### config.mk
export PLATFORM = sky130hd
export DESIGN_NAME = display_text_frame_receiver_top_flat
export DESIGN_NICKNAME = d
export VERILOG_FILES = /design/src/sv/dtfr_pkg.sv /design/src/sv/dtfr_ifs.sv /design/src/sv/dtfr_ctrl.sv /design/src/sv/dtfr_dp.sv /design/src/sv/display_text_frame_receiver_top.sv /design/src/flat_wrapper.sv
export SDC_FILE = /design/constraint.sdc
export NUM_CORES = 1
export LEC_CHECK = 0
export BUFFER_PORTS_ARGS = -buffer_cell sky130_fd_sc_hd__buf_4
export CORE_ASPECT_RATIO = 1.4
export CORE_UTILIZATION = 62
export DETAILED_ROUTE_END_ITERATION = 8
export PLACE_DENSITY = 0.79
export SETUP_SLACK_MARGIN = 0.02
export SLEW_MARGIN = 0
export SYNTH_ARGS = -nofsm -noshare
export SYNTH_HDL_FRONTEND = slang
export SYNTH_SLANG_ARGS = --single-unit
### constraint.sdc
create_clock -name i_clk -period 4.8 [get_ports i_clk]
set_clock_uncertainty 0.2 [all_clocks]
set_input_delay 1.2 -clock i_clk [delete_from_list [all_inputs] [get_ports i_clk]]
set_output_delay 1.2 -clock i_clk [all_outputs]
set_load 0.1 [all_outputs]
### src/sv/dtfr_pkg.sv
// Shared types and constants for the display text frame receiver.
// No dependencies; compiled first.
package dtfr_pkg;

    typedef enum logic [1:0] {
        CMD_RX   = 2'd0,
        CMD_READ = 2'd1,
        CMD_ACK  = 2'd2,
        CMD_NONE = 2'd3
    } t_cmd;

    typedef enum logic [1:0] {
        S_IDLE,
        S_PAD,
        S_EMIT
    } t_state;

    localparam logic [1:0] LINE_ONE    = 2'd1;
    localparam logic [1:0] LINE_TWO    = 2'd2;
    localparam logic [1:0] ALIGN_NONE  = 2'd0;
    localparam logic [1:0] ALIGN_RIGHT = 2'd1;
    localparam logic [1:0] ALIGN_LEFT  = 2'd2;
    localparam logic [7:0] PAD_CHAR    = 8'h90;
    localparam logic [7:0] NUL_CHAR    = 8'h00;
    localparam logic [5:0] MAX_CHARS_RST = 6'd32;

    // controller -> datapath
    typedef struct packed {
        logic accept;
        logic pad_en;
        logic emit;
    } t_ctrl_cmd;

    // datapath -> controller
    typedef struct packed {
        logic start_pad;
        logic pad_last;
    } t_dp_stat;

endpackage

### src/sv/dtfr_ifs.sv
// Valid/ready channel interfaces: request input, result output, config write.
// Standalone; no package dependency.
interface dtfr_in_if;
    logic       valid;
    logic       ready;
    logic [1:0] command;
    logic [7:0] rx_byte;
    logic       line_select;
    logic [4:0] read_index;
    modport source(output valid, command, rx_byte, line_select, read_index, input ready);
    modport sink(input valid, command, rx_byte, line_select, read_index, output ready);
endinterface

interface dtfr_out_if;
    logic       valid;
    logic       ready;
    logic [7:0] read_char;
    logic       line_one_ready;
    logic       line_two_ready;
    logic [1:0] target_line;
    logic [4:0] cursor_column;
    logic [1:0] alignment;
    logic [5:0] stored_length;
    logic       frame_done;
    logic       awaiting_header;
    modport source(output valid, read_char, line_one_ready, line_two_ready, target_line,
                   cursor_column, alignment, stored_length, frame_done, awaiting_header,
                   input ready);
    modport sink(input valid, read_char, line_one_ready, line_two_ready, target_line,
                 cursor_column, alignment, stored_length, frame_done, awaiting_header,
                 output ready);
endinterface

interface dtfr_cfg_if;
    logic       valid;
    logic       ready;
    logic [5:0] max_chars;
    modport source(output valid, max_chars, input ready);
    modport sink(input valid, max_chars, output ready);
endinterface

### src/sv/dtfr_ctrl.sv
// Sequencing FSM: accept, pad walk, result hand-off.
// Depends on dtfr_pkg.
module dtfr_ctrl (
    input  logic                 i_clk,
    input  logic                 i_rst_n,
    input  logic                 i_in_valid,
    input  logic                 i_out_ready,
    input  dtfr_pkg::t_dp_stat   i_stat,
    output dtfr_pkg::t_ctrl_cmd  o_cmd,
    output logic                 o_in_ready,
    output logic                 o_out_valid
);
    import dtfr_pkg::*;

    t_state r_state, n_state;
    logic   r_out_valid, n_out_valid;
    logic   out_free;

    assign out_free = !r_out_valid || i_out_ready;

    always_comb begin
        n_state = r_state;
        unique case (r_state)
            S_IDLE: begin
                if (i_in_valid) begin
                    n_state = i_stat.start_pad ? S_PAD : S_EMIT;
                end
            end
            S_PAD: begin
                if (i_stat.pad_last) begin
                    n_state = S_EMIT;
                end
            end
            S_EMIT: begin
                if (out_free) begin
                    n_state = S_IDLE;
                end
            end
            default: n_state = S_IDLE;
        endcase
    end

    always_comb begin
        o_in_ready   = (r_state == S_IDLE);
        o_cmd.accept = (r_state == S_IDLE) && i_in_valid;
        o_cmd.pad_en = (r_state == S_PAD);
        o_cmd.emit   = (r_state == S_EMIT) && out_free;
        n_out_valid  = o_cmd.emit ? 1'b1 : (i_out_ready ? 1'b0 : r_out_valid);
        o_out_valid  = r_out_valid;
    end

    always_ff @(posedge i_clk) begin
        if (!i_rst_n) begin
            r_state     <= S_IDLE;
            r_out_valid <= 1'b0;
        end else begin
            r_state     <= n_state;
            r_out_valid <= n_out_valid;
        end
    end

endmodule

### src/sv/dtfr_dp.sv
// Datapath: header/status registers, line buffer memory, pad pointer, result register.
// Depends on dtfr_pkg.
module dtfr_dp #(
    parameter int BUF_DEPTH = 32
) (
    input  logic                 i_clk,
    input  logic                 i_rst_n,
    input  dtfr_pkg::t_ctrl_cmd  i_cmd,
    input  logic [1:0]           i_command,
    input  logic [7:0]           i_rx_byte,
    input  logic                 i_line_select,
    input  logic [4:0]           i_read_index,
    input  logic                 i_cfg_valid,
    input  logic [5:0]           i_cfg_max_chars,
    output dtfr_pkg::t_dp_stat   o_stat,
    output logic [7:0]           o_read_char,
    output logic                 o_line_one_ready,
    output logic                 o_line_two_ready,
    output logic [1:0]           o_target_line,
    output logic [4:0]           o_cursor_column,
    output logic [1:0]           o_alignment,
    output logic [5:0]           o_stored_length,
    output logic                 o_frame_done,
    output logic                 o_awaiting_header
);
    import dtfr_pkg::*;

    localparam int AW  = $clog2(BUF_DEPTH);
    localparam int WPW = $clog2(BUF_DEPTH + 1);
    localparam int LW  = (WPW > 6) ? WPW : 6;
    localparam int IW  = (AW > 5) ? AW : 5;
    localparam int MD  = 2 << AW;

    logic [7:0]     r_header;
    logic [WPW-1:0] r_wp;
    logic [1:0]     r_line_mode;
    logic [4:0]     r_cursor;
    logic [1:0]     r_align;
    logic [5:0]     r_length;
    logic [1:0]     r_ready;
    logic [5:0]     r_max_chars;
    logic [AW-1:0]  r_pad_ptr;
    logic           r_pad_line;
    logic           r_done;
    logic [7:0]     r_mem_q;
    logic           r_rd_ok;
    logic [MD-1:0]  r_valid;
    logic [7:0]     mem [MD];

    t_cmd           cmd;
    logic           hdr_mode, is_line2, can_store, term, is_payload;
    logic [LW-1:0]  limit, mc_ext, wp_ext;
    logic [WPW-1:0] wp_inc, wp_new;
    logic [IW-1:0]  idx_w;
    logic [AW-1:0]  rd_addr;
    logic           in_range;
    logic           wr_en;
    logic [AW:0]    wr_addr;
    logic [7:0]     wr_data;

    always_comb begin
        cmd        = t_cmd'(i_command);
        hdr_mode   = (r_header == NUL_CHAR);
        is_line2   = (r_line_mode == LINE_TWO);
        mc_ext     = LW'(r_max_chars);
        wp_ext     = LW'(r_wp);
        limit      = (mc_ext < LW'(BUF_DEPTH)) ? mc_ext : LW'(BUF_DEPTH);
        can_store  = (wp_ext < limit);
        wp_inc     = r_wp + WPW'(1);
        wp_new     = can_store ? wp_inc : r_wp;
        term       = (i_rx_byte == NUL_CHAR);
        is_payload = i_cmd.accept && (cmd == CMD_RX) && !hdr_mode;
        idx_w      = IW'(i_read_index);
        rd_addr    = idx_w[AW-1:0];
        in_range   = (32'(i_read_index) < 32'(BUF_DEPTH));

        o_stat.start_pad = is_payload && term && (wp_new != '0);
        o_stat.pad_last  = (r_pad_ptr == AW'(BUF_DEPTH - 1));

        // one write port: pad fill while padding, else payload store on accept
        wr_en   = 1'b0;
        wr_addr = {r_pad_line, r_pad_ptr};
        wr_data = PAD_CHAR;
        if (i_cmd.pad_en) begin
            wr_en = 1'b1;
        end else if (is_payload && can_store) begin
            wr_en   = 1'b1;
            wr_addr = {is_line2, r_wp[AW-1:0]};
            wr_data = i_rx_byte;
        end
    end

    // line buffer memory
    always_ff @(posedge i_clk) begin
        if (wr_en) begin
            mem[wr_addr] <= wr_data;
        end
        if (i_cmd.accept) begin
            r_mem_q <= mem[{i_line_select, rd_addr}];
        end
    end

    // unwritten entries read as zero
    always_ff @(posedge i_clk) begin
        if (!i_rst_n) begin
            r_valid <= '0;
        end else if (wr_en) begin
            r_valid[wr_addr] <= 1'b1;
        end
    end

    always_ff @(posedge i_clk) begin
        if (!i_rst_n) begin
            r_max_chars <= MAX_CHARS_RST;
        end else if (i_cfg_valid) begin
            r_max_chars <= i_cfg_max_chars;
        end
    end

    always_ff @(posedge i_clk) begin
        if (!i_rst_n) begin
            r_header    <= NUL_CHAR;
            r_wp        <= '0;
            r_line_mode <= LINE_ONE;
            r_cursor    <= '0;
            r_align     <= ALIGN_NONE;
            r_length    <= '0;
            r_ready     <= '0;
        end else if (i_cmd.accept) begin
            unique case (cmd)
                CMD_RX: begin
                    if (hdr_mode) begin
                        r_header    <= i_rx_byte;
                        r_line_mode <= i_rx_byte[5] ? LINE_TWO : LINE_ONE;
                        if (i_rx_byte[5]) begin
                            r_cursor <= i_rx_byte[4:0];
                        end
                        unique case (i_rx_byte[7:6])
                            ALIGN_RIGHT: r_align <= ALIGN_RIGHT;
                            ALIGN_LEFT:  r_align <= ALIGN_LEFT;
                            default:     r_align <= ALIGN_NONE;
                        endcase
                    end else begin
                        if (can_store) begin
                            r_length <= 6'(wp_inc);
                        end
                        if (term) begin
                            r_ready  <= r_ready | (is_line2 ? 2'b10 : 2'b01);
                            r_header <= NUL_CHAR;
                            r_wp     <= '0;
                        end else begin
                            r_wp <= wp_new;
                        end
                    end
                end
                CMD_ACK: begin
                    r_ready <= r_ready & (i_line_select ? 2'b01 : 2'b10);
                end
                CMD_READ, CMD_NONE: ;
                default: ;
            endcase
        end
    end

    // pad pointer and per-request result bits
    always_ff @(posedge i_clk) begin
        if (i_cmd.accept) begin
            r_pad_ptr  <= AW'(wp_new - WPW'(1));
            r_pad_line <= is_line2;
            r_done     <= is_payload && term;
            r_rd_ok    <= (cmd == CMD_READ) && in_range && r_valid[{i_line_select, rd_addr}];
        end else if (i_cmd.pad_en) begin
            r_pad_ptr <= r_pad_ptr + AW'(1);
        end
    end

    // result register
    always_ff @(posedge i_clk) begin
        if (i_cmd.emit) begin
            o_read_char       <= r_rd_ok ? r_mem_q : NUL_CHAR;
            o_line_one_ready  <= r_ready[0];
            o_line_two_ready  <= r_ready[1];
            o_target_line     <= r_line_mode;
            o_cursor_column   <= r_cursor;
            o_alignment       <= r_align;
            o_stored_length   <= r_length;
            o_frame_done      <= r_done;
            o_awaiting_header <= (r_header == NUL_CHAR);
        end
    end

endmodule

### src/sv/display_text_frame_receiver_top.sv
// Display text frame receiver: top level joining controller and datapath.
// Depends on dtfr_pkg, dtfr_ifs, dtfr_ctrl and dtfr_dp.
//
// Takes one request at a time on i_in: a received serial byte (header or
// payload of a text frame for one of two display lines), a read of one
// buffer entry, or an acknowledge of a line's ready flag. Every request gives
// exactly one result on o_res holding the read character and the status after
// the request. A header, payload, read or acknowledge request moves from its
// accept to the S_EMIT state and, once the output register is free, into the
// result register; the next request can be taken after that. A terminating
// zero byte that leaves a stored count n > 0 first walks the pad pointer over
// the line buffer, one entry per cycle, writing the pad character from entry
// n-1 to the end, and only then reaches S_EMIT. The pad fill owns the single
// write port of the line buffer memory, so no request is taken meanwhile.
// i_in is ready again as soon as a result has moved into the output register,
// even if the sink stalls it; the next request then holds its result back
// until the sink takes the waiting one.
// The user must make i_cfg writes of max_chars only while the block is idle;
// the block itself does not enforce this. i_cfg is always ready.
// After reset both buffers read as zero; no clearing pass is needed.
module display_text_frame_receiver_top #(
    parameter int BUF_DEPTH = 32
) (
    input  logic           i_clk,
    input  logic           i_rst_n,
    dtfr_in_if.sink        i_in,
    dtfr_out_if.source     o_res,
    dtfr_cfg_if.sink       i_cfg
);
    import dtfr_pkg::*;

    t_ctrl_cmd ctrl_cmd;
    t_dp_stat  dp_stat;
    logic      in_ready;

    assign i_cfg.ready = 1'b1;
    assign i_in.ready  = in_ready;

    // sequencing: accept, pad fill, result hand-off
    dtfr_ctrl u_ctrl (
        .i_clk       (i_clk),
        .i_rst_n     (i_rst_n),
        .i_in_valid  (i_in.valid),
        .i_out_ready (o_res.ready),
        .i_stat      (dp_stat),
        .o_cmd       (ctrl_cmd),
        .o_in_ready  (in_ready),
        .o_out_valid (o_res.valid)
    );

    // registers, line buffers and result register
    dtfr_dp #(
        .BUF_DEPTH (BUF_DEPTH)
    ) u_dp (
        .i_clk             (i_clk),
        .i_rst_n           (i_rst_n),
        .i_cmd             (ctrl_cmd),
        .i_command         (i_in.command),
        .i_rx_byte         (i_in.rx_byte),
        .i_line_select     (i_in.line_select),
        .i_read_index      (i_in.read_index),
        .i_cfg_valid       (i_cfg.valid),
        .i_cfg_max_chars   (i_cfg.max_chars),
        .o_stat            (dp_stat),
        .o_read_char       (o_res.read_char),
        .o_line_one_ready  (o_res.line_one_ready),
        .o_line_two_ready  (o_res.line_two_ready),
        .o_target_line     (o_res.target_line),
        .o_cursor_column   (o_res.cursor_column),
        .o_alignment       (o_res.alignment),
        .o_stored_length   (o_res.stored_length),
        .o_frame_done      (o_res.frame_done),
        .o_awaiting_header (o_res.awaiting_header)
    );

    // no new request while the pad fill owns the write port
    a_no_accept_in_pad: assert property (@(posedge i_clk) disable iff (!i_rst_n)
        ctrl_cmd.pad_en |-> !in_ready)
        else $error("request accepted during pad fill");

    // a terminator with stored bytes always starts the pad fill
    a_pad_follows_term: assert property (@(posedge i_clk) disable iff (!i_rst_n)
        (ctrl_cmd.accept && dp_stat.start_pad) |=> ctrl_cmd.pad_en)
        else $error("pad fill did not start after terminator");

    // result register never overwritten while the sink stalls
    a_no_result_overwrite: assert property (@(posedge i_clk) disable iff (!i_rst_n)
        ctrl_cmd.emit |-> !(o_res.valid && !o_res.ready))
        else $error("result overwritten while stalled");

    // a finished frame rearms header detection
    a_done_rearms: assert property (@(posedge i_clk) disable iff (!i_rst_n)
        (o_res.valid && o_res.frame_done) |-> o_res.awaiting_header)
        else $error("frame done without header rearm");

endmodule
### src/flat_wrapper.sv
// flat-port wrapper written by rule: the top's interface ports become plain ports
module display_text_frame_receiver_top_flat import dtfr_pkg::*;
#(
    parameter int BUF_DEPTH = 32
)
  (i_clk, i_rst_n, i_in_valid, i_in_command, i_in_rx_byte, i_in_line_select, i_in_read_index, i_in_ready, o_res_valid, o_res_read_char, o_res_line_one_ready, o_res_line_two_ready, o_res_target_line, o_res_cursor_column, o_res_alignment, o_res_stored_length, o_res_frame_done, o_res_awaiting_header, o_res_ready, i_cfg_valid, i_cfg_max_chars, i_cfg_ready);
  dtfr_in_if i_in_i ();
  dtfr_out_if o_res_i ();
  dtfr_cfg_if i_cfg_i ();
  input  logic i_clk;
  input  logic i_rst_n;
  input wire logic [$bits(i_in_i.valid)-1:0] i_in_valid;
  input wire logic [$bits(i_in_i.command)-1:0] i_in_command;
  input wire logic [$bits(i_in_i.rx_byte)-1:0] i_in_rx_byte;
  input wire logic [$bits(i_in_i.line_select)-1:0] i_in_line_select;
  input wire logic [$bits(i_in_i.read_index)-1:0] i_in_read_index;
  output wire logic [$bits(i_in_i.ready)-1:0] i_in_ready;
  output wire logic [$bits(o_res_i.valid)-1:0] o_res_valid;
  output wire logic [$bits(o_res_i.read_char)-1:0] o_res_read_char;
  output wire logic [$bits(o_res_i.line_one_ready)-1:0] o_res_line_one_ready;
  output wire logic [$bits(o_res_i.line_two_ready)-1:0] o_res_line_two_ready;
  output wire logic [$bits(o_res_i.target_line)-1:0] o_res_target_line;
  output wire logic [$bits(o_res_i.cursor_column)-1:0] o_res_cursor_column;
  output wire logic [$bits(o_res_i.alignment)-1:0] o_res_alignment;
  output wire logic [$bits(o_res_i.stored_length)-1:0] o_res_stored_length;
  output wire logic [$bits(o_res_i.frame_done)-1:0] o_res_frame_done;
  output wire logic [$bits(o_res_i.awaiting_header)-1:0] o_res_awaiting_header;
  input wire logic [$bits(o_res_i.ready)-1:0] o_res_ready;
  input wire logic [$bits(i_cfg_i.valid)-1:0] i_cfg_valid;
  input wire logic [$bits(i_cfg_i.max_chars)-1:0] i_cfg_max_chars;
  output wire logic [$bits(i_cfg_i.ready)-1:0] i_cfg_ready;
  assign i_in_i.valid = i_in_valid;
  assign i_in_i.command = i_in_command;
  assign i_in_i.rx_byte = i_in_rx_byte;
  assign i_in_i.line_select = i_in_line_select;
  assign i_in_i.read_index = i_in_read_index;
  assign i_in_ready = i_in_i.ready;
  assign o_res_valid = o_res_i.valid;
  assign o_res_read_char = o_res_i.read_char;
  assign o_res_line_one_ready = o_res_i.line_one_ready;
  assign o_res_line_two_ready = o_res_i.line_two_ready;
  assign o_res_target_line = o_res_i.target_line;
  assign o_res_cursor_column = o_res_i.cursor_column;
  assign o_res_alignment = o_res_i.alignment;
  assign o_res_stored_length = o_res_i.stored_length;
  assign o_res_frame_done = o_res_i.frame_done;
  assign o_res_awaiting_header = o_res_i.awaiting_header;
  assign o_res_i.ready = o_res_ready;
  assign i_cfg_i.valid = i_cfg_valid;
  assign i_cfg_i.max_chars = i_cfg_max_chars;
  assign i_cfg_ready = i_cfg_i.ready;
  display_text_frame_receiver_top #(.BUF_DEPTH(BUF_DEPTH)) u_core (.i_clk(i_clk), .i_rst_n(i_rst_n), .i_in(i_in_i), .o_res(o_res_i), .i_cfg(i_cfg_i));
endmodule
==> results.json, run 1 <==
{
  "final_area_mm2": 0.0294,
  "tns_ps": 0,
  "overflow": 0,
  "hold-path-cell-count": 0,
  "synth_flop_cell": "edfxtp_1",
  "place.port_buffers": 55,
  "grt_use_total_pct": 28.6,
  "cts_root_buf": "clkbuf_16",
  "maxCapViolCount": 0,
  "fin_cells": 2111,
  "combinationalPowerShare_pct": 5.4,
  "p_seq_share_pct": 54.9,
  "post_dp_cell_area_mm2": 0.0276,
  "min_to": "u_core.u_dp.o_cursor_column[4]",
  "die_h_um": 245,
  "yosysSeqAreaShare_pct": 71.9,
  "area_delta_synth_final_pct": 12.8,
  "min_path_type": "reg2reg",
  "critPathArrivalTime_ps": 3900,
  "yosys-top-cells-area": "edfxtp_1, mux4_2, dfxtp_1",
  "ir_worst_vdd_v": 0.000437,
  "async_flop_share_pct": 0,
  "cts_buffer_depth": 3,
  "finalCritPeriodShare_pct": 81.1,
  "insertion_delay_ps": 590,
  "vias": 13900,
  "crit_start": "u_core.u_dp.mc_ext[5]",
  "core_area_mm2": 0.0414,
  "ys_warn_count": 0,
  "period_needed_ps": 3890,
  "fillers": 2576,
  "drive_gt1_share_pct": 26.5,
  "yosysUniqueCellTypes": 62,
  "critical_path_class": "reg2reg",
  "drc": 0,
  "synth.avg_cell_area_um2": 18.5,
  "h-tree-depth": 2,
  "antenna_found_initial": 0,
  "diodes": 0,
  "synth_seq_cells": 659,
  "dieArea_mm2": 0.0429,
  "fmax_ghz": 0.257,
  "leakage_nw": 9.87,
  "yosysTopAreaCellShare_pct": 63.9,
  "crit_required_ps": 4810,
  "status": "finished clean",
  "via_per_inst": 6.57,
  "dpl.hpwl_um": 37500,
  "wire_per_inst_um": 27.9,
  "cp_max_fo": 25,
  "setup_viol": 0,
  "synth_edf_count": 555,
  "clk_pin_slew_ps": 60,
  "place_congestion": 0.932,
  "p_switching_mw": 2.37,
  "synth_nets": 1449,
  "synth_area_mm2": 0.0261,
  "rows": 88,
  "hold_path_startpoint": "u_core.u_dp.r_cursor[4]",
  "powerDensity_mw_per_mm2": 385,
  "clockPowerShare_pct": 39.8,
  "worstSetupStartpointType": "register",
  "end_kind": "register",
  "placed_cells": 2008,
  "grt_setup_unrepaired": "false",
  "p_int_mw": 8.95,
  "die_w_um": 175,
  "r2r_start": "u_core.u_dp.mc_ext[5]",
  "utilization_pct": 71.1,
  "cts_inserted_buffers": 55,
  "drt_iter0_markers": 1338,
  "yosys.area.top_type": "edfxtp_1",
  "rr_worst_depth": 9,
  "io_pins": 57,
  "ff_latch_area_mm2": 0.0187,
  "cp_slowest_cell": "nor2_1",
  "routed_wl_um": 58900,
  "fin_nets": 1562,
  "grt_max_degree": 79,
  "slew_viol_final": 0,
  "syn_inst": 1412,
  "grt_first_pass_wirelength_um": 89200,
  "switching_share_pct": 20.9,
  "cts_num_sinks": 659,
  "multi_input_area_mm2": 0.00702,
  "hold_viol": 0,
  "worstPathCellList": "inv_1 > nand2_1 > ha_1 > and2_1 > a221oi_1 > o211ai_1 > buf_4 > o32a_1 > nor2_1",
  "post_cts_resized": 0,
  "slew_headroom_pct": 34.5,
  "tightest_slew_ps": 982,
  "cts_tree": "yes",
  "grt_pass1_vias": 14200,
  "post_cts_buffers": 0,
  "slowest_delay_ps": 740,
  "dr.pass1.iters": 5,
  "rrSetupSlack_ps": 910,
  "start_util_pct": 63.0,
  "antenna_left": 0,
  "cts_hold_buffers": 0,
  "rr_endpoint": "u_core.u_dp.mem[14][5]",
  "power_mw": 11.3
}
==> cells by family after synthesis <==
logic type	count (synthesis)	share of synthesized area, %
flip-flops	659	71.9
AND/OR/NAND/NOR	270	4.79
multiplexers	205	16.4
AO/OA/AOI/OAI	169	4.70
buffers and inverters	85	1.28
XOR/XNOR	13	0.437
adder cells (fa/ha/maj)	10	0.480
other	1	0.0144
==> sequential cells by signal, summed over array words and instances, names as in the netlist, 6 cells and up <==
name,count
u_core.u_dp.mc_ext,6
u_core.u_dp.mem,512
u_core.u_dp.o_read_char,8
u_core.u_dp.o_stored_length,6
u_core.u_dp.r_header,8
u_core.u_dp.r_length,6
u_core.u_dp.r_mem_q,8
u_core.u_dp.r_valid,64
u_core.u_dp.r_wp,6
==> layer usage <==
metal  vias up  track usage (%)  wire length [um]
li1       5900                -                 -
met1      7191             36.4             21700
met2       653             49.7             30900
met3       131             3.93              3790
met4         0             11.7              2520
met5         -                0                 0
==> synth_stat cells (14+ instances only) <==
master / number
o21ai_0: 15
nor2_1: 129
nand2_1: 43
o21a_1: 64
clkbuf_1: 44
mux4_2: 178
nor3_1: 14
nand3_1: 15
a21oi_1: 16
buf_1: 24
mux2i_1: 24
edfxtp_1: 555
dfxtp_1: 104
o22ai_1: 20
and2_1: 18
==> how the worst max path moves through the flow <==
stage | end | slack (ps) | cells after the start
floorplan | u_core.u_dp.mem[0][0] | 600 | 7
global placement | u_core.u_dp.mem[19][4] | 610 | 7
detailed placement | u_core.u_dp.mem[19][4] | 470 | 7
CTS | u_core.u_dp.mem[14][5] | 950 | 9
global route | u_core.u_dp.mem[10][4] | 720 | 9
finish | u_core.u_dp.mem[14][5] | 910 | 9
==> stage by stage <==
step                      worst slack (ps)  hold slack (ps)
after detailed placement               472              213
after global routing                   717              245
after CTS                              949              236
after global placement                 609              216
final                                  907              238
after floorplan                        603              200
==> layout make-up <==
class | count | share of cell area, %
clock buffers | 80 | 5.35
clock inverters | 23 | 0.834
inverters | 8 | 0.102
multi-input cells | 668 | 23.8
flip-flops and latches | 659 | 63.7
well taps | 540 | 2.30
repair buffers | 133 | 3.86
==> power by group through the flow <==
stage | sequential [mW] | combinational [mW] | clock [mW]
after floorplan | 6.39 | 0.355 | 0
after global placement | 6.33 | 0.596 | 0
after detailed placement | 6.33 | 0.607 | 0
after CTS | 6.21 | 0.611 | 4.54
after global routing | 6.21 | 0.640 | 4.75
final | 6.21 | 0.610 | 4.50
==> cell usage in the layout, fill, tap and decap left out, drive strengths merged, types with 7 or more instances in the layout <==
master | synthesis | final
a21boi | 7 | 7
a21oi | 16 | 16
a22oi | 10 | 10
and2 | 18 | 18
buf | 33 | 133
clkbuf | 44 | 80
clkinv | 2 | 18
dfxtp | 104 | 104
edfxtp | 555 | 555
ha | 10 | 10
mux2i | 24 | 24
mux4 | 178 | 178
nand2 | 43 | 43
nand2b | 12 | 12
nand3 | 15 | 15
nor2 | 129 | 129
nor3 | 14 | 14
nor4 | 7 | 7
o21a | 64 | 64
o21ai | 17 | 17
o22ai | 20 | 20
xnor2 | 10 | 10
==> critical path, delay by kind of cell, from the launching register on <==
family,cells,cell delay (ps)
compound gates,3,1250
simple gates,3,1000
buf+inv,2,440
flops,1,320
fa+ha+maj,1,290
Note: power is estimated with default switching activity, not from simulation.
==> run 2: changes to the inputs <==
Settings changed: CORE_UTILIZATION 62 to 56, PLACE_DENSITY 0.79 to 0.75.
Clock period 4.8 ns to 3.4 ns, I/O delays scaled along.
==> run 2 against run 1 <==
Compared with the run above: worst hold slack better by 2.5 ps; maximum frequency increased by 22%; total power up 45%; clock power is 50% higher; core utilization shrank 4.2 points; design area is 4.5% higher.
==> results.json, run 2 (same netlist as run 1, synthesis figures left out) <==
{
  "placed_cells": 2159,
  "critPathArrivalTime_ps": 3470,
  "ir_worst_vdd_v": 0.000414,
  "drt_iter0_markers": 1295,
  "grt_setup_unrepaired": "false",
  "regMostFlops": "u_core.u_dp.mem",
  "powerDensity_mw_per_mm2": 534,
  "h-tree-depth": 2,
  "place.port_buffers": 55,
  "grt_max_degree": 65,
  "grt_first_pass_wirelength_um": 92400,
  "die_h_um": 257,
  "status": "finished clean",
  "tightest_slew_ps": 670,
  "largest_register_ffs": 512,
  "slew_viol_final": 0,
  "setup_viol": 0,
  "worstSetupStartpointType": "register",
  "end_kind": "register",
  "crit_required_ps": 3690,
  "antenna_found_initial": 2,
  "core_area_mm2": 0.0460,
  "area_delta_synth_final_pct": 17.9,
  "drive_gt1_share_pct": 32.7,
  "cts_hold_buffers": 0,
  "fin_cells": 2268,
  "maxCapViolCount": 0,
  "slew_headroom_pct": 55.3,
  "cts_inserted_buffers": 57,
  "crit_start": "u_core.u_dp.mc_ext[5]",
  "antenna_left": 0,
  "routed_wl_um": 61400,
  "final_cell_mix": "edfxtp_1, mux4_2, buf_4",
  "cts_tree": "yes",
  "largest_registers": "u_core.u_dp.mem: 512 flops, u_core.u_dp.r_valid: 64 flops",
  "insertion_delay_ps": 600,
  "place_congestion": 0.875,
  "vias": 14100,
  "r2r_start": "u_core.u_dp.mc_ext[5]",
  "clk_pin_slew_ps": 60,
  "cts_num_sinks": 659,
  "place_ws_ps": -199,
  "cts_root_buf": "clkbuf_16",
  "utilization_pct": 66.9,
  "io_pins": 57,
  "finalCritPeriodShare_pct": 93.6,
  "fin_nets": 1638,
  "cp_max_fo": 10,
  "leakage_nw": 10.4,
  "via_per_inst": 6.20,
  "die_w_um": 184,
  "hold_viol": 0,
  "dpl.hpwl_um": 41300,
  "min_path_type": "reg2reg",
  "grt_use_total_pct": 26.9,
  "holdWs_ps": 241,
  "rows": 93,
  "post_cts_buffers": 0,
  "drc": 0,
  "grt_pass1_vias": 14700,
  "period_needed_ps": 3180,
  "post_cts_resized": 0,
  "cts_buffer_depth": 3,
  "wire_per_inst_um": 27.1,
  "overflow": 0,
  "start_util_pct": 56.7,
  "fmax_ghz": 0.314,
  "dieArea_mm2": 0.0475,
  "dr.pass1.iters": 8,
  "worst_slack_ps": 216,
  "hold_path_startpoint": "u_core.u_dp.r_length[4]",
  "critical_path_class": "reg2reg",
  "final_common_cell": "edfxtp_1"
}
## run 2: path summary, 6_finish.rpt
kind,depth (start not counted),slack (ps),end
worst max-delay path,12,220,u_core.u_dp.r_valid[40]
worst min-delay path,0,240,u_core.u_dp.o_stored_length[4]
worst max register to register,12,220,u_core.u_dp.r_valid[40]
worst min register to register,0,240,u_core.u_dp.o_stored_length[4]
## run 2: area by class of cell
cell class / count / area (um^2)
sequential: 659 / 18700
fill: 3008 / 15200
multi-input combinational: 668 / 7190
timing repair buffer: 207 / 2040
clock buffer: 81 / 1640
tap: 617 / 772
clock inverter: 27 / 323
inverter: 8 / 30.0
antenna: 1 / 2.50
## run 2: power by group
group | switching (mW) | internal (mW) | total (mW)
clock | 2.83 | 3.90 | 6.73
sequential | 0.0417 | 8.72 | 8.76
combinational | 0.573 | 0.366 | 0.939
total | 3.45 | 13.0 | 16.4
## run 2: per-stage QoR
| stage | power [mW] | TNS [ps] | cell area [um^2] |
|---|---|---|---|
| after CTS | 16.5 | 0 | 30700 |
| after detailed placement | 9.87 | -23280 | 28700 |
| final | 16.4 | 0 | 30800 |
| after global routing | 16.8 | 0 | 30700 |
| after floorplan | 9.53 | -35110 | 26200 |
| after global placement | 9.86 | -6010 | 28700 |
## run 2: worst max-delay path: stages, from the launching register on
cell and delay, ps:
dfxtp_1 350, inv_1 110, ha_1 330, and2_1 200
a221oi_1 270, buf_4 180, o211ai_1 80, buf_4 220
buf_4 170, mux2i_1 490, nor2_2 120, buf_12 170
o21a_1 180
## run 2: layer usage
layer | wire length (um) | track usage [%] | up-vias
met5 | 0 | 0 | -
met4 | 2080 | 9.81 | 0
met3 | 3510 | 3.47 | 113
met2 | 33000 | 47.8 | 569
met1 | 22800 | 33.7 | 7296
li1 | - | - | 6073
